<file path="src/rtl/svg_pkg.sv">
// ----------------------------------------------------------------------------
// svg_pkg
// Shared types, grid constants and elaboration-time sine/cosine builders
// for the sphere vertex generator.
// ----------------------------------------------------------------------------
`default_nettype none

package svg_pkg;

  // grid size
  localparam int STACKS = 32;
  localparam int SLICES = 16;

  localparam int LON_W = 6;
  localparam int LAT_W = 5;
  localparam int LON_ENTRIES = 1 << LON_W;
  localparam int LAT_ENTRIES = 1 << LAT_W;

  localparam int RADIUS_W = 16;
  localparam int COORD_W  = 17;
  localparam int MAG_W    = 31;

  localparam logic [RADIUS_W-1:0] RADIUS_RESET = 16'd256;

  // pi in Q2.30 and 1.0 in Q2.30
  localparam longint unsigned PI_Q30  = 64'd3373259426;
  localparam longint          ONE_Q30 = 64'sd1073741824;

  // sine and cosine as sign and magnitude, magnitude in Q1.30
  typedef struct packed {
    logic             sin_neg;
    logic [MAG_W-1:0] sin_mag;
    logic             cos_neg;
    logic [MAG_W-1:0] cos_mag;
  } svg_trig_t;

  // longitude phase in 2^-32 turn, rounded to nearest
  function automatic logic [31:0] lon_phase(input logic [LON_W-1:0] idx);
    longint unsigned p;
    p = ((64'(idx) << 32) + 64'(STACKS / 2)) / 64'(STACKS);
    return p[31:0];
  endfunction

  // latitude phase, starting at the south pole
  function automatic logic [31:0] lat_phase(input logic [LAT_W-1:0] idx);
    longint unsigned p;
    p = ((64'(idx) << 31) + 64'(SLICES / 2)) / 64'(SLICES);
    return 32'hC000_0000 + p[31:0];
  endfunction

  // taylor sine and cosine of a phase, evaluated only at elaboration
  function automatic svg_trig_t trig_of_phase(input logic [31:0] ph);
    logic [1:0]      quad;
    logic [29:0]     f;
    longint unsigned u;
    longint unsigned x;
    longint unsigned x2;
    longint unsigned t;
    longint          s;
    longint          c;
    longint          s0;
    longint          c0;
    longint          sn;
    longint          cs;
    svg_trig_t       res;
    quad = ph[31:30];
    f    = ph[29:0];
    // fold into the first octant
    if (f < 30'h2000_0000) begin
      u = 64'(f);
    end else begin
      u = 64'h4000_0000 - 64'(f);
    end
    x  = (u * PI_Q30) >> 31;
    x2 = (x * x) >> 30;
    // sine series
    t = x;
    s = longint'(x);
    t = ((t * x2) >> 30) / 64'd6;   s = s - longint'(t);
    t = ((t * x2) >> 30) / 64'd20;  s = s + longint'(t);
    t = ((t * x2) >> 30) / 64'd42;  s = s - longint'(t);
    t = ((t * x2) >> 30) / 64'd72;  s = s + longint'(t);
    t = ((t * x2) >> 30) / 64'd110; s = s - longint'(t);
    // cosine series
    t = 64'(ONE_Q30);
    c = ONE_Q30;
    t = ((t * x2) >> 30) / 64'd2;   c = c - longint'(t);
    t = ((t * x2) >> 30) / 64'd12;  c = c + longint'(t);
    t = ((t * x2) >> 30) / 64'd30;  c = c - longint'(t);
    t = ((t * x2) >> 30) / 64'd56;  c = c + longint'(t);
    t = ((t * x2) >> 30) / 64'd90;  c = c - longint'(t);
    // clamp to [0, 1]
    if (s < 0) s = 0;
    if (s > ONE_Q30) s = ONE_Q30;
    if (c < 0) c = 0;
    if (c > ONE_Q30) c = ONE_Q30;
    // undo the octant fold
    if (f < 30'h2000_0000) begin
      s0 = s;
      c0 = c;
    end else begin
      s0 = c;
      c0 = s;
    end
    // quadrant signs
    case (quad)
      2'd0: begin
        sn = s0;  cs = c0;
      end
      2'd1: begin
        sn = c0;  cs = -s0;
      end
      2'd2: begin
        sn = -s0; cs = -c0;
      end
      default: begin
        sn = -c0; cs = s0;
      end
    endcase
    res.sin_neg = (sn < 0);
    res.sin_mag = (sn < 0) ? MAG_W'(-sn) : MAG_W'(sn);
    res.cos_neg = (cs < 0);
    res.cos_mag = (cs < 0) ? MAG_W'(-cs) : MAG_W'(cs);
    return res;
  endfunction

endpackage

`default_nettype wire

</file>
<file path="src/rtl/svg_mag_mul.sv">
// ----------------------------------------------------------------------------
// svg_mag_mul
// Two-stage sign/magnitude multiply by a Q1.30 factor: product register,
// then round half away from zero back to the scale of the first operand.
// ----------------------------------------------------------------------------
`default_nettype none

module svg_mag_mul
  import svg_pkg::*;
(
  input  wire logic             clk,
  input  wire logic             en,
  input  wire logic [MAG_W-1:0] a_mag,
  input  wire logic [MAG_W-1:0] b_mag,
  input  wire logic             neg_in,
  output logic      [MAG_W-1:0] mag_out,
  output logic                  neg_out
);

  localparam int PROD_W = 2 * MAG_W;
  localparam logic [PROD_W-1:0] ROUND_HALF = PROD_W'(1) << 29;

  logic [PROD_W-1:0] prod_r;
  logic              neg1_r;
  logic [PROD_W-1:0] rounded;
  logic [MAG_W-1:0]  mag_r;
  logic              neg2_r;

  // stage a: raw product
  always_ff @(posedge clk) begin
    if (en) begin
      prod_r <= PROD_W'(a_mag) * PROD_W'(b_mag);
      neg1_r <= neg_in;
    end
  end

  // stage b: round and rescale
  assign rounded = (prod_r + ROUND_HALF) >> 30;

  always_ff @(posedge clk) begin
    if (en) begin
      mag_r  <= rounded[MAG_W-1:0];
      neg2_r <= neg1_r;
    end
  end

  assign mag_out = mag_r;
  assign neg_out = neg2_r;

endmodule

`default_nettype wire

</file>
<file path="config.mk">
export PLATFORM = sky130hd
export DESIGN_NAME = svg_mag_mul
export DESIGN_NICKNAME = d
export VERILOG_FILES = /design/src/rtl/svg_pkg.sv /design/src/rtl/svg_mag_mul.sv
export SDC_FILE = /design/constraint.sdc
export NUM_CORES = 2
export LEC_CHECK = 0
export ABC_AREA = 1
export BUFFER_PORTS_ARGS = -buffer_cell sky130_fd_sc_hd__buf_2
export CAP_MARGIN = 15
export CELL_PAD_IN_SITES_DETAIL_PLACEMENT = 1
export CELL_PAD_IN_SITES_GLOBAL_PLACEMENT = 1
export CORE_ASPECT_RATIO = 0.8
export CORE_MARGIN = 1
export CORE_UTILIZATION = 50
export CTS_BUF_LIST = sky130_fd_sc_hd__clkbuf_8
export DETAILED_ROUTE_END_ITERATION = 7
export PLACE_DENSITY = 0.88
export SYNTH_ARGS = -nofsm -noshare
export SYNTH_HDL_FRONTEND = slang
export SYNTH_SLANG_ARGS = --single-unit
</file>
<file path="constraint.sdc">
create_clock -name clk -period 8 [get_ports clk]
set_input_delay 1.6 -clock clk [delete_from_list [all_inputs] [get_ports clk]]
set_output_delay 1.6 -clock clk [all_outputs]
set_load 0.005 [all_outputs]
</file>
# [Word level (Yosys, flattened, before mapping)]
# Cells that the tools add are included.
# Widths: inputs -> output; s select.
[word_totals] reg_bits=94 latch_bits=0 mem_bits_rw=0 romBits=0 input_bits=65 output_inout_bits=32 word_cells=6 n_memories=0
[op_classes] n_addsub=1 multipliers=1 div=0 n_lt_le_gt_ge=0 n_eq_ne=0 shifts=0 muxes=0 bitwise=0 n_reduce_logical=0
[ops] cell="$add 61x30->61 const B" n=1
[ops] cell="$mul 31x31->61" n=1

# [Longest topological paths before layout]
[logic_depth] word_depth=1 depth_mapped=34 mapped_depth_nobuf=33

# [Worst setup path after synthesis]
# Ideal clock, no wire load.
[synth_path] kind="in2reg" from="in a_mag[29]" to="reg prod_r[51] (data pin)" setup_time_ns=0.252 t_arrival_ns=7.246 required_ns=7.748 setup_slack_ns=0.502 cell_stages=27 path_buffers=1 path_cell_list="clkbuf_1 -> nand2_1 -> fa_1 -> inv_1 -> fa_1 -> fa_1 -> inv_1 -> fa_1 -> inv_1 -> fa_1 -> fa_1 -> fa_1 -> inv_1 -> fa_1 -> inv_1 -> ha_1 -> nand2_1 -> nor2_1 -> inv_1 -> nor2_1 -> nand2_1 -> nand2_1 -> inv_1 -> nor2_1 -> nor2_1 -> nand3_1 -> nand2_1"
[synth_between] elab_chain_cells=1
[synth_rtl] item="start: declaration" line="svg_mag_mul.sv:13" source="input wire logic [MAG_W-1:0] a_mag,"
[synth_rtl] item="$mul 31x31->61" line="svg_mag_mul.sv:32" source="prod_r <= PROD_W'(a_mag) * PROD_W'(b_mag);"
[synth_rtl] item="end signal: assignment" line="svg_mag_mul.sv:32"
[synth_rtl] item="end: declaration" line="svg_mag_mul.sv:23" source="logic [PROD_W-1:0] prod_r;"
# No other way between the ends.
# A chain may end at the register's enable or synchronous reset.

# [Worst setup path after layout]
[layout_path] from="in a_mag[19]" to="reg prod_r[31] (data pin)"
# The elaborated chain is that of the path after synthesis.

==> flow_summary.yaml <==
setup_path:
  regToRegEndpoint: "mag_out[28]"
  critPathSlowestCell: "fa_1"
  crit_path_max_incr_delay_ns: 0.66
  crit_type: "in -> reg"
  cp.arrival_ns: 8.11
  critical_path.max_fanout: 11
  reg2reg_from: "prod_r[47]"
  startpoint_type: "input pin"
  reg2reg_depth: 6
  r2r_setup_slack_ns: 5.94
  required_ns: 8.12
  end_kind: "flop"
floorplan:
  rows: 87
  die_y_um: 240
  initial_core_util_pct: 50.5
  dieArea_um2: 72200
  die-width_um: 300
  core_area_um2: 70400
  ios: 97
hold_path:
  hold_start: "neg1_r"
  hold_end: "neg_out"
  min_path_type: "reg -> reg"
  holdPathStages: 0
sta:
  rsz0062_at_grt: "yes"
  hold_viol_final: 0
  setup_viol: 0
  slew_headroom_pct: 39.1
  fin_worst_skew_ns: 0.0125
  slew_viol_final: 0
  finalSetupTns_ns: 0
  worstMarginPinSlew_ns: 0.913
  fin_crit_ns: 7.99
  min_period_over_period_pct: 99.9
  max_freq_mhz: 125
clock_network:
  clockBufferDepth: 2
  clock_latency_ns: 0.36
  htree_levels: 3
  path_clk_slew_ns: 0.08
  clock-sinks: 65
  root_buffer: "clkbuf_8"
  cts_inserted_buffers: 9
  cts_tree: "done"
  holdBufCountCts: 0
drt:
  drtIter0Drc: 2476
  ant_nets: 0
  drc: 0
  vias: 31300
  routed_wl_mm: 132
  firstDrtPassIters: 6
  routedWlPerCell_um: 22.9
  vias_per_cell: 5.42
grt:
  antenna_found_initial: 3
  grt_max_degree: 66
  grt_usage_pct: 37.1
  grt_pass1_wl_mm: 204
  grt_pass1_vias: 36500
  grt_overflow: 0
yosys:
  ys_types: 31
  syn_area_um2: 35500
  yosys_warnings: 0
  synthCells: 4635
  synthesis.nets: 5782
  async_reset_ff_share_pct: 0
  synth_flop_cell: "edfxtp_1"
  yosysSeqAreaShare_pct: 5.49
  synth_enable_flop_cells: 65
  avgSynthCellArea_um2: 7.67
  synth_seq_cells: 65
layout:
  area_growth_syn_to_layout_pct: 11.9
  drive_gt1_share_pct: 10.8
  final_cells: 5785
  nets: 5991
  stdcell_area_um2: 39800
  fillers: 8765
run_status:
  status: "finished clean"
placed_design:
  dp_cells: 5767
  placed_area_um2: 38900
  gp_congestion: 0.970
  port_buffers: 96
  dp_hpwl_mm: 116
job:
  drv_cap: 0
-- Yosys cell counts (4+ instances only) --
library cell	count	share of area [%]
inv_1	1509	16
nand2_1	1369	14
fa_1	835	47
ha_1	247	8.7
clkbuf_1	183	1.9
nor2_1	125	1.3
a21oi_1	77	1.1
edfxtp_1	65	5.5
nand3_1	62	0.87
o21ai_0	37	0.52
nor3_1	22	0.31
xor2_1	21	0.52
xnor2_1	20	0.49
nand4_1	18	0.32
o21bai_1	14	0.30
nor2_4	4	0.13
-- routing by layer --
metal / GRT usage (%) / wire, um
met5: 0 / 13
met4: 15.2 / 6050
met3: 5.91 / 10200
met2: 66.5 / 67100
met1: 44.4 / 48800
-- logic make-up (layout without fill, tap and decap cells) --
kind of cell / Yosys count / in the layout / share of synthesized area (%)
buffers and inverters: 1696 / 1910 / 17.9
and+or+nand+nor: 1619 / 1619 / 17.9
adders and majority gates: 1082 / 1082 / 55.7
AOI/OAI and AO/OA: 132 / 132 / 1.98
DFF: 65 / 65 / 5.49
xor gates and xnor gates: 41 / 41 / 1.01
other: 0 / 2 / 0
-- state kept, by name, indices dropped and copies added (netlist names) --
name / cells
prod_r: 32
mag_out: 31
neg1_r: 1
neg_out: 1
-- metrics by stage --
step           util [%]  hold WS, ns  worst slack [ns]
2_1_floorplan         -        0.400             0.502
3_3_place_gp       55.3        0.402            -0.236
3_5_place_dp       55.3        0.446            -0.469
4_1_cts            55.7        0.465          0.000818
5_1_grt            56.5        0.462            -0.163
6_report           56.5        0.454           0.00889
-- layout by cell type, fill, tap and decap left out, drive strengths merged, types with 14 or more instances in the layout --
| cell | n |
|---|---|
| inv | 1511 |
| clkbuf | 33 |
| ha | 247 |
| a21oi | 77 |
| o21bai | 14 |
| nand3 | 64 |
| nor3 | 26 |
| nor2 | 131 |
| nand4 | 18 |
| fa | 835 |
| xnor2 | 20 |
| xor2 | 21 |
| buf | 360 |
| o21ai | 38 |
| nand2 | 1373 |
| edfxtp | 65 |
-- timing repair --
action | in CTS | in global routing
setup buffers | 0 | 1
hold endpoints to repair | 0 | 0
setup endpoints to repair | 8 | 32
gates resized for setup | 9 | 190
pin swaps | 0 | 25
-- how the worst max path moves through the flow --
stage	startpoint	end	slack (ns)
after global routing	a_mag[10]	prod_r[52]	-0.16
final	a_mag[19]	prod_r[31]	0.009
after global placement	a_mag[6]	prod_r[44]	-0.24
after floorplan	a_mag[29]	prod_r[51]	0.50
after CTS	a_mag[8]	prod_r[44]	0.0008
after detailed placement	b_mag[8]	prod_r[50]	-0.47
-- final cells by class --
cell class              count  area, um2  share of cell area [%]
flip-flops and latches     65       1950                    4.91
clock inverters             7        118                   0.296
diodes                      2       5.00                  0.0126
multi-input cells        2874      27600                    69.5
well taps                 934       1170                    2.94
repair buffers            384       3100                    7.80
inverters                1510       5670                    14.2
clock buffers               9        124                   0.311
-- critical path: cells and delay by family --
kind	cells	cell delay, ns
XOR/XNOR	1	0.12
buffers and inverters	9	1.10
AND/OR/NAND/NOR	3	0.25
adder cells (fa/ha/maj)	9	4.64
AO/OA/AOI/OAI	3	0.38
Power is not shown: default switching activity piles up to over one toggle a cycle in this logic, so the estimate is an artifact.
