[config.mk]
export PLATFORM = sky130hd
export DESIGN_NAME = svg_trig_lut
export DESIGN_NICKNAME = d
export VERILOG_FILES = /design/src/rtl/svg_pkg.sv /design/src/rtl/svg_trig_lut.sv
export SDC_FILE = /design/constraint.sdc
export NUM_CORES = 1
export LEC_CHECK = 0
export ABC_AREA = 1
export BUFFER_PORTS_ARGS = -buffer_cell sky130_fd_sc_hd__buf_2
export CORE_MARGIN = 2
export CORE_UTILIZATION = 45
export DETAILED_ROUTE_END_ITERATION = 12
export PLACE_DENSITY = 0.85
export SYNTH_ARGS = -nofsm -noshare
export SYNTH_HDL_FRONTEND = slang
export SYNTH_SLANG_ARGS = --single-unit
[constraint.sdc]
create_clock -name vclk -period 2.51
set_input_delay 0.1255 -clock vclk [all_inputs]
set_output_delay 0.1255 -clock vclk [all_outputs]
set_load 0.01 [all_outputs]
[src/rtl/svg_pkg.sv]
// ----------------------------------------------------------------------------
// svg_pkg
// Shared types, grid constants and elaboration-time sine/cosine builders
// for the sphere vertex generator.
// ----------------------------------------------------------------------------
`default_nettype none

package svg_pkg;

  // grid size
  localparam int STACKS = 32;
  localparam int SLICES = 16;

  localparam int LON_W = 6;
  localparam int LAT_W = 5;
  localparam int LON_ENTRIES = 1 << LON_W;
  localparam int LAT_ENTRIES = 1 << LAT_W;

  localparam int RADIUS_W = 16;
  localparam int COORD_W  = 17;
  localparam int MAG_W    = 31;

  localparam logic [RADIUS_W-1:0] RADIUS_RESET = 16'd256;

  // pi in Q2.30 and 1.0 in Q2.30
  localparam longint unsigned PI_Q30  = 64'd3373259426;
  localparam longint          ONE_Q30 = 64'sd1073741824;

  // sine and cosine as sign and magnitude, magnitude in Q1.30
  typedef struct packed {
    logic             sin_neg;
    logic [MAG_W-1:0] sin_mag;
    logic             cos_neg;
    logic [MAG_W-1:0] cos_mag;
  } svg_trig_t;

  // longitude phase in 2^-32 turn, rounded to nearest
  function automatic logic [31:0] lon_phase(input logic [LON_W-1:0] idx);
    longint unsigned p;
    p = ((64'(idx) << 32) + 64'(STACKS / 2)) / 64'(STACKS);
    return p[31:0];
  endfunction

  // latitude phase, starting at the south pole
  function automatic logic [31:0] lat_phase(input logic [LAT_W-1:0] idx);
    longint unsigned p;
    p = ((64'(idx) << 31) + 64'(SLICES / 2)) / 64'(SLICES);
    return 32'hC000_0000 + p[31:0];
  endfunction

  // taylor sine and cosine of a phase, evaluated only at elaboration
  function automatic svg_trig_t trig_of_phase(input logic [31:0] ph);
    logic [1:0]      quad;
    logic [29:0]     f;
    longint unsigned u;
    longint unsigned x;
    longint unsigned x2;
    longint unsigned t;
    longint          s;
    longint          c;
    longint          s0;
    longint          c0;
    longint          sn;
    longint          cs;
    svg_trig_t       res;
    quad = ph[31:30];
    f    = ph[29:0];
    // fold into the first octant
    if (f < 30'h2000_0000) begin
      u = 64'(f);
    end else begin
      u = 64'h4000_0000 - 64'(f);
    end
    x  = (u * PI_Q30) >> 31;
    x2 = (x * x) >> 30;
    // sine series
    t = x;
    s = longint'(x);
    t = ((t * x2) >> 30) / 64'd6;   s = s - longint'(t);
    t = ((t * x2) >> 30) / 64'd20;  s = s + longint'(t);
    t = ((t * x2) >> 30) / 64'd42;  s = s - longint'(t);
    t = ((t * x2) >> 30) / 64'd72;  s = s + longint'(t);
    t = ((t * x2) >> 30) / 64'd110; s = s - longint'(t);
    // cosine series
    t = 64'(ONE_Q30);
    c = ONE_Q30;
    t = ((t * x2) >> 30) / 64'd2;   c = c - longint'(t);
    t = ((t * x2) >> 30) / 64'd12;  c = c + longint'(t);
    t = ((t * x2) >> 30) / 64'd30;  c = c - longint'(t);
    t = ((t * x2) >> 30) / 64'd56;  c = c + longint'(t);
    t = ((t * x2) >> 30) / 64'd90;  c = c - longint'(t);
    // clamp to [0, 1]
    if (s < 0) s = 0;
    if (s > ONE_Q30) s = ONE_Q30;
    if (c < 0) c = 0;
    if (c > ONE_Q30) c = ONE_Q30;
    // undo the octant fold
    if (f < 30'h2000_0000) begin
      s0 = s;
      c0 = c;
    end else begin
      s0 = c;
      c0 = s;
    end
    // quadrant signs
    case (quad)
      2'd0: begin
        sn = s0;  cs = c0;
      end
      2'd1: begin
        sn = c0;  cs = -s0;
      end
      2'd2: begin
        sn = -s0; cs = -c0;
      end
      default: begin
        sn = -c0; cs = s0;
      end
    endcase
    res.sin_neg = (sn < 0);
    res.sin_mag = (sn < 0) ? MAG_W'(-sn) : MAG_W'(sn);
    res.cos_neg = (cs < 0);
    res.cos_mag = (cs < 0) ? MAG_W'(-cs) : MAG_W'(cs);
    return res;
  endfunction

endpackage

`default_nettype wire

[src/rtl/svg_trig_lut.sv]
// ----------------------------------------------------------------------------
// svg_trig_lut
// Constant sine/cosine tables for every longitude and latitude index,
// built at elaboration and read combinationally.
// ----------------------------------------------------------------------------
`default_nettype none

module svg_trig_lut
  import svg_pkg::*;
(
  input  wire logic [LON_W-1:0] lon_step,
  input  wire logic [LAT_W-1:0] lat_step,
  output svg_trig_t             lon_trig,
  output svg_trig_t             lat_trig
);

  svg_trig_t lon_tbl [LON_ENTRIES];
  svg_trig_t lat_tbl [LAT_ENTRIES];

  // longitude table, indexes past the grid wrap around the turn
  for (genvar g = 0; g < LON_ENTRIES; g++) begin : g_lon
    localparam svg_trig_t ENT = trig_of_phase(lon_phase(LON_W'(g)));
    assign lon_tbl[g] = ENT;
  end

  // latitude table
  for (genvar g = 0; g < LAT_ENTRIES; g++) begin : g_lat
    localparam svg_trig_t ENT = trig_of_phase(lat_phase(LAT_W'(g)));
    assign lat_tbl[g] = ENT;
  end

  assign lon_trig = lon_tbl[lon_step];
  assign lat_trig = lat_tbl[lat_step];

endmodule

`default_nettype wire

# Yosys cells after proc, flatten, opt, wreduce, memory -nomap -nowiden

Memory sizes are Yosys's and may differ from the RTL's.
Index checks and enable logic that the tools add are counted.

Output and inout bits: 128
Word-level logic and storage cells: 10
ROM bits: 6144
Bits of input ports: 11
Bits in registers: 0
Memories: 2

Memories:

| name            | depth | bits a word | rd ports | clocked after Yosys merged registers in | write ports | line               | RTL |
|---|---|---|---|---|---|---|---|
| (no name shown) | 64    | 64          | 1        | 0                                       | 0           | svg_trig_lut.sv:32 | `assign lon_trig = lon_tbl[lon_step];` |
| (no name shown) | 32    | 64          | 1        | 0                                       | 0           | svg_trig_lut.sv:33 | `assign lat_trig = lat_tbl[lat_step];` |

$lt $le $gt $ge: 2
Muxes and demuxes: 4
Bitwise gates (word level): 2

Operators with widths:

| cell                 | number |
|---|---|
| $mux W64             | 4 |
| $ge A7 B7 Y1 const B | 1 |
| $not A6 Y7           | 1 |
| $ge A6 B6 Y1 const B | 1 |
| $not A5 Y6           | 1 |

# Depth between registers and ports, before layout

Gate-level depths: netlist (run 1).

Depth after elaboration: 4
Depth in mapped cells: 9

# Worst setup path after synthesis (run 1)

Ideal clock, no wire load.

Path type: input to output
Start: input lat_step[0]
End: output lat_trig[48] in the netlist's numbering
Stages: 6
Path slack: 1.110 ns
Arrival: 1.274 ns
Buffers on the path: 1
Required time: 2.385 ns
Path through: inv_1 -> ha_1 -> nand2_1 -> nand2_1 -> a21oi_1 -> buf_4

RTL lines:

| what            | line               | RTL |
|---|---|---|
| start, declared | svg_trig_lut.sv:12 | `input wire logic [LAT_W-1:0] lat_step,` |
| end, declared   | svg_trig_lut.sv:14 | `output svg_trig_t lat_trig` |

==> results of run 1 <==
-- final cells by class --
type	count	area share, %
Inverter	42	6.21
Multi-Input combinational cell	337	63.4
Tap cell	52	2.56
Timing Repair Buffer	140	27.8
-- worst max-delay path, delay by kind of cell --
| family | cells | cell delay [ns] |
|---|---|---|
| fa+ha+maj | 1 | 0.42 |
| simple gates | 4 | 0.53 |
| buf+inv | 4 | 0.59 |
-- worst max path at each step --
| stage | endpoint | startpoint | depth (start not counted) |
|---|---|---|---|
| 4_1_cts | lat_trig[26] | lat_step[0] | 9 |
| 3_3_place_gp | lat_trig[26] | lat_step[0] | 9 |
| 2_1_floorplan | lat_trig[48] | lat_step[0] | 6 |
| 5_1_grt | lon_trig[15] | lon_step[0] | 8 |
| 3_5_place_dp | lon_trig[15] | lon_step[1] | 8 |
| 6_report | lat_trig[43] | lat_step[0] | 9 |
-- cells in the final DEF, fill, tap and decap left out --
master,synthesis,final
nand2_1,170,170
buf_2,15,138
o21ai_0,48,48
nand3_1,43,43
inv_1,38,38
nor2_1,28,28
ha_1,21,21
a21oi_1,10,10
o21ai_1,7,7
nor3_1,4,4
inv_2,4,4
o21a_1,4,4
nand2_2,2,2
buf_4,32,2
-- power by group through the flow --
stage	clock (mW)	sequential, mW	combinational (mW)
floorplan	0	0	0.476
global placement	0	0	0.646
detailed placement	0	0	0.656
CTS	0	0	0.658
global route	0	0	0.738
finish	0	0	0.661
-- Yosys cell counts --
master    number  share of area [%]
nand2_1      170                 30
o21ai_0       48                 11
nand3_1       43                 10
inv_1         38                6.7
buf_4         32                 11
nor2_1        28                4.9
ha_1          21                 12
buf_2         15                3.5
a21oi_1       10                2.4
o21ai_1        7                1.6
clkbuf_1       4               0.71
inv_2          4               0.71
nor3_1         4               0.94
o21a_1         4                1.4
buf_6          2                1.1
nand2_2        2               0.59
clkbuf_2       1               0.24
-- stage by stage --
step	cells	hold WS [ns]	power, mW	area (um^2)	worst slack, ns
2_1_floorplan	433	0.362	0.476	2120	1.11
3_3_place_gp	571	0.534	0.646	2540	0.760
3_5_place_dp	571	0.544	0.656	2540	0.743
4_1_cts	571	0.542	0.658	2540	0.741
5_1_grt	571	0.568	0.738	2540	0.531
6_report	571	0.541	0.661	2540	0.706
-- cells by family after synthesis --
kind of cell               share of synthesized area [%]
AOI/OAI and AO/OA                                   16.7
adders and majority gates                           12.4
and+or+nand+nor                                     46.6
buffers and inverters                               24.3
-- per-layer routing --
layer	vias up	GRT usage, %
li1	1506	-
met1	1311	31.6
met2	132	42.0
met3	8	1.93
met4	0	3.70
met5	-	0
==> reports/metrics.yaml, run 1 <==
detailed_routing:
  routed-wl-met2_um: 3210
  drt_wl_total_um: 6630
  wl_met3_um: 476
  dr.pass1.iters: 5
  drt_iter0_markers: 191
  topRoutingLayerUsed: "met4"
  wl_per_cell_um: 11.6
  vias_per_cell: 5.18
  ant_nets: 0
  drt-met1-wl_um: 2880
  drt_drc_violations_left: 0
  via_count: 2957
sta:
  fmax_ghz: 0.554
  min_period_ns: 1.80
  period_share_pct: 71.9
  finalSetupViolCount: 0
  slew_headroom_pct: 57.4
  hold_viol: 0
  worst_pin_slew_ns: 0.638
  grt_setup_unrepaired: "false"
  tns_ns: 0
  slew_viol_final: 0
worst_setup_path:
  crit_type: "input pin to primary output"
  crit_arrival_ns: 1.68
  crit_top_cell: "nand2_1"
  critPathMaxStageDelay_ns: 0.42
  crit_fanout: 10
  cp.required_ns: 2.38
  start_kind: "input pin"
  cp_cell_sequence: "buf_2, inv_1, ha_1, nand2_1, inv_1, nor2_1, nand2_1, nand2_1, buf_2"
  cp_slowest_cell: "ha_1"
  crit_path_end_kind: "primary output"
floorplanning:
  ios: 139
  fp-row-count: 24
  core-area_mm2: 0.00444
  dieArea_mm2: 0.00529
  start_util_pct: 47.8
  die_y_um: 72.7
  die_w_um: 72.7
final_layout:
  register_area_um2: 0
  fin_util_pct: 57.1
  antenna_cells: 0
  fin_nets: 553
  nFlopsAndLatches: 0
  syn_to_final_growth_pct: 19.4
  drive_gt1_share_pct: 28.1
  multi_input_area_mm2: 0.00161
  fill_cells: 455
  clkbuf_count: 0
global_routing:
  antenna_found_initial: 0
  grt_usage_pct: 23.7
  grt_max_degree: 53
  grt-ovfl-total: 0
  grt_first_pass_wirelength_um: 10700
  grt_pass1_vias: 2470
synthesis:
  netlist_instances: 433
  synthesis.area_mm2: 0.00212
  yosysSeqAreaShare_pct: 0
  yosys_warnings: 0
  syn_avg_cell_area_um2: 4.91
  yosysUniqueCellTypes: 17
  syn_nets: 465
min_path:
  holdCritStartpoint: "lat_step[4]"
  holdPathStages: 3
  hp-class: "input pin to primary output"
  min_to: "lat_trig[63]"
power:
  clkPwrFrac_pct: 0
  power.share.combinational_pct: 100.0
  p_seq_share_pct: 0
  ir_drop_uv: 161
  p_leak_nw: 1.68
  p_per_area_mw_per_mm2: 260
  p_switching_uw: 425
  p_sw_share_pct: 64.4
  intPower_uw: 235
clock_network:
  post_cts_resized: 0
  ctsHoldBuffers: 0
  cts_setup_buffers: 0
place:
  place_congestion: 0.908
  port_buffers: 138
  hpwl_um: 5070
run:
  drv_cap: 0
outcome:
  status: "finished clean"
No activity file was read; power rests on OpenSTA's default activity.
==> run 2: changes to the inputs <==
--- a/config.mk
+++ b/config.mk
@@ -8,9 +8,9 @@
 export ABC_AREA = 1
 export BUFFER_PORTS_ARGS = -buffer_cell sky130_fd_sc_hd__buf_2
 export CORE_MARGIN = 2
-export CORE_UTILIZATION = 45
+export CORE_UTILIZATION = 41
 export DETAILED_ROUTE_END_ITERATION = 12
-export PLACE_DENSITY = 0.85
+export PLACE_DENSITY = 0.81
 export SYNTH_ARGS = -nofsm -noshare
 export SYNTH_HDL_FRONTEND = slang
 export SYNTH_SLANG_ARGS = --single-unit
==> constraint.sdc (replaced) <==
create_clock -name vclk -period 1.6
set_input_delay 0.08 -clock vclk [all_inputs]
set_output_delay 0.08 -clock vclk [all_outputs]
set_load 0.01 [all_outputs]
==> reports/metrics.yaml, run 2 (synthesis gave the netlist of run 1 again) <==
sta:
  fmax_ghz: 0.677
  slew_headroom_pct: 63.5  # +6.1 points
  hold_viol: 0  # unchanged
  grt_setup_unrepaired: "false"
  min_period_ns: 1.48
  finalSetupViolCount: 0  # unchanged
  period_share_pct: 92.4
  worst_pin_slew_ns: 0.547  # -0.0906 ns
  tns_ns: 0  # unchanged
  hold_ws_ns: 0.465  # -0.0768 ns
  setup_ws_ns: 0.122  # -0.584 ns
  slew_viol_final: 0  # unchanged
place:
  placed_cells: 602  # +5.4%
  hpwl_um: 5390  # +6.4%
  place_congestion: 0.881  # -3.0%
  pre_cts_slack_ns: 0.0678  # -0.675 ns
  port_buffers: 138  # unchanged
global_routing:
  grt_usage_pct: 21.5  # -2.1 points
  grt_first_pass_wirelength_um: 11000  # +2.9%
  grt-ovfl-total: 0  # unchanged
  grt_pass1_vias: 2511  # +1.7%
  antenna_found_initial: 0  # unchanged
  grt_max_degree: 44  # -17%
worst_setup_path:
  crit_arrival_ns: 1.40  # -0.28 ns
  crit_type: "input pin to primary output"
  cp.required_ns: 1.52  # -0.86 ns
  start_kind: "input pin"
  crit_fanout: 9  # -1
  crit_path_end_kind: "primary output"
clock_network:
  ctsHoldBuffers: 0  # unchanged
floorplanning:
  core-area_mm2: 0.00504  # +13%
  start_util_pct: 42.1  # -5.7 points
  ios: 139  # unchanged
  dieArea_mm2: 0.00577  # +9.2%
  die_w_um: 76.0  # +4.5%
  die_y_um: 76.0  # +4.5%
  fp-row-count: 26  # +8.3%
detailed_routing:
  dr.pass1.iters: 4  # -1
  wl_per_cell_um: 11.4  # -2.0%
  drt_iter0_markers: 226  # +18%
  via_count: 2992  # +1.2%
  ant_nets: 0  # unchanged
  drt_drc_violations_left: 0  # unchanged
  vias_per_cell: 4.97  # -4.0%
  drt_wl_total_um: 6850  # +3.4%
final_layout:
  final_common_cell: "nand2_1"
  syn_to_final_growth_pct: 25.2
  nFlopsAndLatches: 0  # unchanged
  fill_cells: 523  # +15%
  multi_input_area_mm2: 0.00161  # unchanged
  antenna_cells: 0  # unchanged
  fin_nets: 566  # +2.4%
  drive_gt1_share_pct: 29.9  # +1.8 points
  layout.cells.non_filler: 602  # +5.4%
  mostFrequentLayoutCells: "nand2_1 (170), buf_2 (137), o21ai_0 (47), nand3_1 (43), inv_1 (38)"
  register_area_um2: 0  # unchanged
  clkbuf_count: 0  # unchanged
outcome:
  status: "finished clean"
run:
  drv_cap: 0  # unchanged
min_path:
  hp-class: "input pin to primary output"
power:
  p_per_area_mw_per_mm2: 400  # +54%
  power_mw: 1.06  # +61%
  p_leak_nw: 1.75  # +3.8%
  ir_drop_uv: 218  # +35%
## run 2: cell count changes in the layout (fill, tap and decap cells not counted), sizes merged
cell | before | now
clkbuf | 0 | 1
buf | 140 | 152
## run 2: path summary, 6_finish.rpt
path	startpoint	to	slack, ns	depth (start not counted)
setup / recovery	lon_step[0]	lon_trig[11]	0.12	9
hold / removal	lat_step[4]	lat_trig[63]	0.46	3
## run 2: metrics by stage
stage          instance area, um^2  utilization, %
2_1_floorplan                 2120               -
3_5_place_dp                  2660            52.7
4_1_cts                       2660            52.7
5_1_grt                       2660            52.8
3_3_place_gp                  2660            52.7
6_report                      2660            52.8
## run 2: area by class of cell
type,count,share of cell area [%]
inverters,42,5.93
multi-input cells,337,60.5
repair buffers,153,30.3
well taps,70,3.29
## run 2: timing repair
item	4_1_cts	5_1_grt
setup buffers	0	0
setup endpoints to repair	0	13
resized for setup	0	2
## run 2: critical path, cell delays in order
cell and delay (ns):
clkbuf_4 0.19, inv_1 0.07, ha_1 0.35, inv_1 0.09, nand2_1 0.12, nand2_1 0.12
nand2_1 0.05, o21ai_1 0.15, buf_2 0.18
## run 2: power breakdown
part / switching (mW) / leakage [nW] / internal (mW)
logic: 0.673 / 1.75 / 0.392
clock network: 0 / 0 / 0
registers: 0 / 0 / 0
## run 2: per-layer routing
| metal | up-vias | routed length [um] | GRT usage (%) |
|---|---|---|---|
| met4 | 0 | 32 | 2.00 |
| met2 | 135 | 3340 | 40.9 |
| met1 | 1314 | 2980 | 27.7 |
| met5 | - | 0 | 0 |
| met3 | 4 | 498 | 1.30 |
| li1 | 1539 | - | - |
==> run 3: changes to the inputs <==
--- a/config.mk
+++ b/config.mk
@@ -8,9 +8,9 @@
 export ABC_AREA = 1
 export BUFFER_PORTS_ARGS = -buffer_cell sky130_fd_sc_hd__buf_2
 export CORE_MARGIN = 2
-export CORE_UTILIZATION = 41
+export CORE_UTILIZATION = 45
 export DETAILED_ROUTE_END_ITERATION = 12
-export PLACE_DENSITY = 0.81
+export PLACE_DENSITY = 0.85
 export SYNTH_ARGS = -nofsm -noshare
 export SYNTH_HDL_FRONTEND = slang
 export SYNTH_SLANG_ARGS = --single-unit
==> constraint.sdc (replaced) <==
create_clock -name vclk -period 1.7
set_input_delay 0.085 -clock vclk [all_inputs]
set_output_delay 0.085 -clock vclk [all_outputs]
set_load 0.01 [all_outputs]
==> reports/metrics.yaml, run 3 (synthesis gave the netlist of run 1 again) <==
outcome:
  status: "finished clean"
detailed_routing:
  drt_wl_total_um: 6730  # -1.7%
  wl_met3_um: 545  # +9.4%
  via_count: 2984  # -0.27%
  wl_per_cell_um: 11.6  # +2.2%
  drt_iter0_markers: 185  # -18%
  routed-wl-met2_um: 3210  # -3.8%
  drt_drc_violations_left: 0  # unchanged
  ant_nets: 0  # unchanged
  dr.pass1.iters: 5  # +1
  drt-met1-wl_um: 2910  # -2.5%
  topRoutingLayerUsed: "met4"
  vias_per_cell: 5.15  # +3.7%
floorplanning:
  core-area_mm2: 0.00444  # -12%
  ios: 139  # unchanged
  dieArea_mm2: 0.00529  # -8.4%
  start_util_pct: 47.8  # +5.7 points
  fp-row-count: 24  # -7.7%
  die_w_um: 72.7  # -4.3%
  die_y_um: 72.7  # -4.3%
worst_setup_path:
  critPathMaxStageDelay_ns: 0.36  # about the same
  cp_num_buf_inv: 4  # unchanged
  cp_cell_sequence: "buf_2, inv_1, ha_1, inv_1, nand2_1, nand2_1, o21ai_0, buf_2"
  cp.required_ns: 1.62  # +0.10 ns
  start_kind: "input pin"
  cp_slowest_cell: "ha_1"
  cp_top_family: "buffers and inverters"
  crit_type: "input pin to primary output"
  crit_path_end_kind: "primary output"
  crit_arrival_ns: 1.44  # +0.04 ns
  crit_fanout: 9  # unchanged
power:
  p_per_area_mw_per_mm2: 383  # -4.4%
  p_leak_nw: 1.72  # -1.4%
  ir_drop_uv: 214  # -1.8%
  power_uw: 994  # -6.7%
min_path:
  holdPathStages: 3  # unchanged
  holdCritStartpoint: "lon_step[4]"
  hp-class: "input pin to primary output"
  min_to: "lon_trig[31]"
global_routing:
  grt_usage_pct: 23.2  # +1.7 points
  grt_first_pass_wirelength_um: 10500  # -4.9%
  grt-ovfl-total: 0  # unchanged
  grt_max_degree: 53  # +20%
  grt_pass1_vias: 2378  # -5.3%
  antenna_found_initial: 0  # unchanged
final_layout:
  multi_input_area_mm2: 0.00161  # unchanged
  fill_cells: 448  # -14%
  syn_to_final_growth_pct: 22.3
  drive_gt1_share_pct: 29.2  # -0.67 points
  antenna_cells: 0  # unchanged
  register_area_um2: 0  # unchanged
  nFlopsAndLatches: 0  # unchanged
  mostFrequentLayoutCells: "nand2_1 (170), buf_2 (138), o21ai_0 (48), nand3_1 (43), inv_1 (38)"
  final_common_cell: "nand2_1"
  fin_nets: 561  # -0.88%
  clkbuf_count: 0  # unchanged
sta:
  finalSetupViolCount: 0  # unchanged
  slew_viol_final: 0  # unchanged
  grt_setup_unrepaired: "false"
  hold_viol: 0  # unchanged
  fmax_ghz: 0.657
  tns_ns: 0  # unchanged
  worst_pin_slew_ns: 0.628  # +0.0811 ns
  hold_ws_ns: 0.472  # +0.00706 ns
  slew_headroom_pct: 58.1  # -5.4 points
  period_share_pct: 89.5
  min_period_ns: 1.52
clock_network:
  post_cts_resized: 0  # unchanged
  cts_setup_buffers: 0  # unchanged
  ctsHoldBuffers: 0  # unchanged
place:
  hpwl_um: 5220  # -3.2%
  place_congestion: 0.911  # +3.4%
  port_buffers: 138  # unchanged
run:
  drv_cap: 0  # unchanged
## run 3: cell count changes in the layout (fill, tap and decap cells not counted), sizes merged
cell,previous run,this run
buf,152,148
clkbuf,1,0
## run 3: layout make-up
cell class	instances	share of cell area, %
Inverter	42	6.07
Tap cell	52	2.50
Timing Repair Buffer	148	29.5
Multi-Input combinational cell	337	61.9
## run 3: per-stage QoR
step           setup slack [ns]  area (um^2)  util [%]  cells
2_1_floorplan             0.381         2120         -    433
3_3_place_gp              0.227         2600      58.4    579
3_5_place_dp              0.175         2600      58.4    579
4_1_cts                   0.180         2600      58.4    579
5_1_grt                  0.0454         2600      58.4    579
6_report                  0.178         2600      58.4    579
## run 3: worst max-delay path by stage
stage	start	end	slack, ns	cells past startpoint
finish	lon_step[0]	lon_trig[15]	0.18	8
global route	lon_step[0]	lon_trig[15]	0.05	8
CTS	lon_step[0]	lon_trig[15]	0.18	8
detailed placement	lon_step[1]	lon_trig[15]	0.17	8
global placement	lon_step[0]	lon_trig[15]	0.23	8
floorplan	lat_step[0]	lat_trig[48]	0.38	6
## run 3: routing by layer
layer / vias to the layer above / GRT usage, %
li1: 1527 / -
met1: 1290 / 31.3
met2: 159 / 41.6
met3: 8 / 0.829
met4: 0 / 3.70
met5: - / 0
## run 3: power breakdown
| part | switching [mW] | total, mW | internal [mW] |
|---|---|---|---|
| combinational | 0.633 | 0.994 | 0.360 |
| clock | 0 | 0 | 0 |
| sequential | 0 | 0 | 0 |
| total | 0.633 | 0.994 | 0.360 |
## run 3: tightest hold or removal path, stage by stage
cell     delay [ns]
buf_2          0.10
o21ai_0        0.07
buf_2          0.13
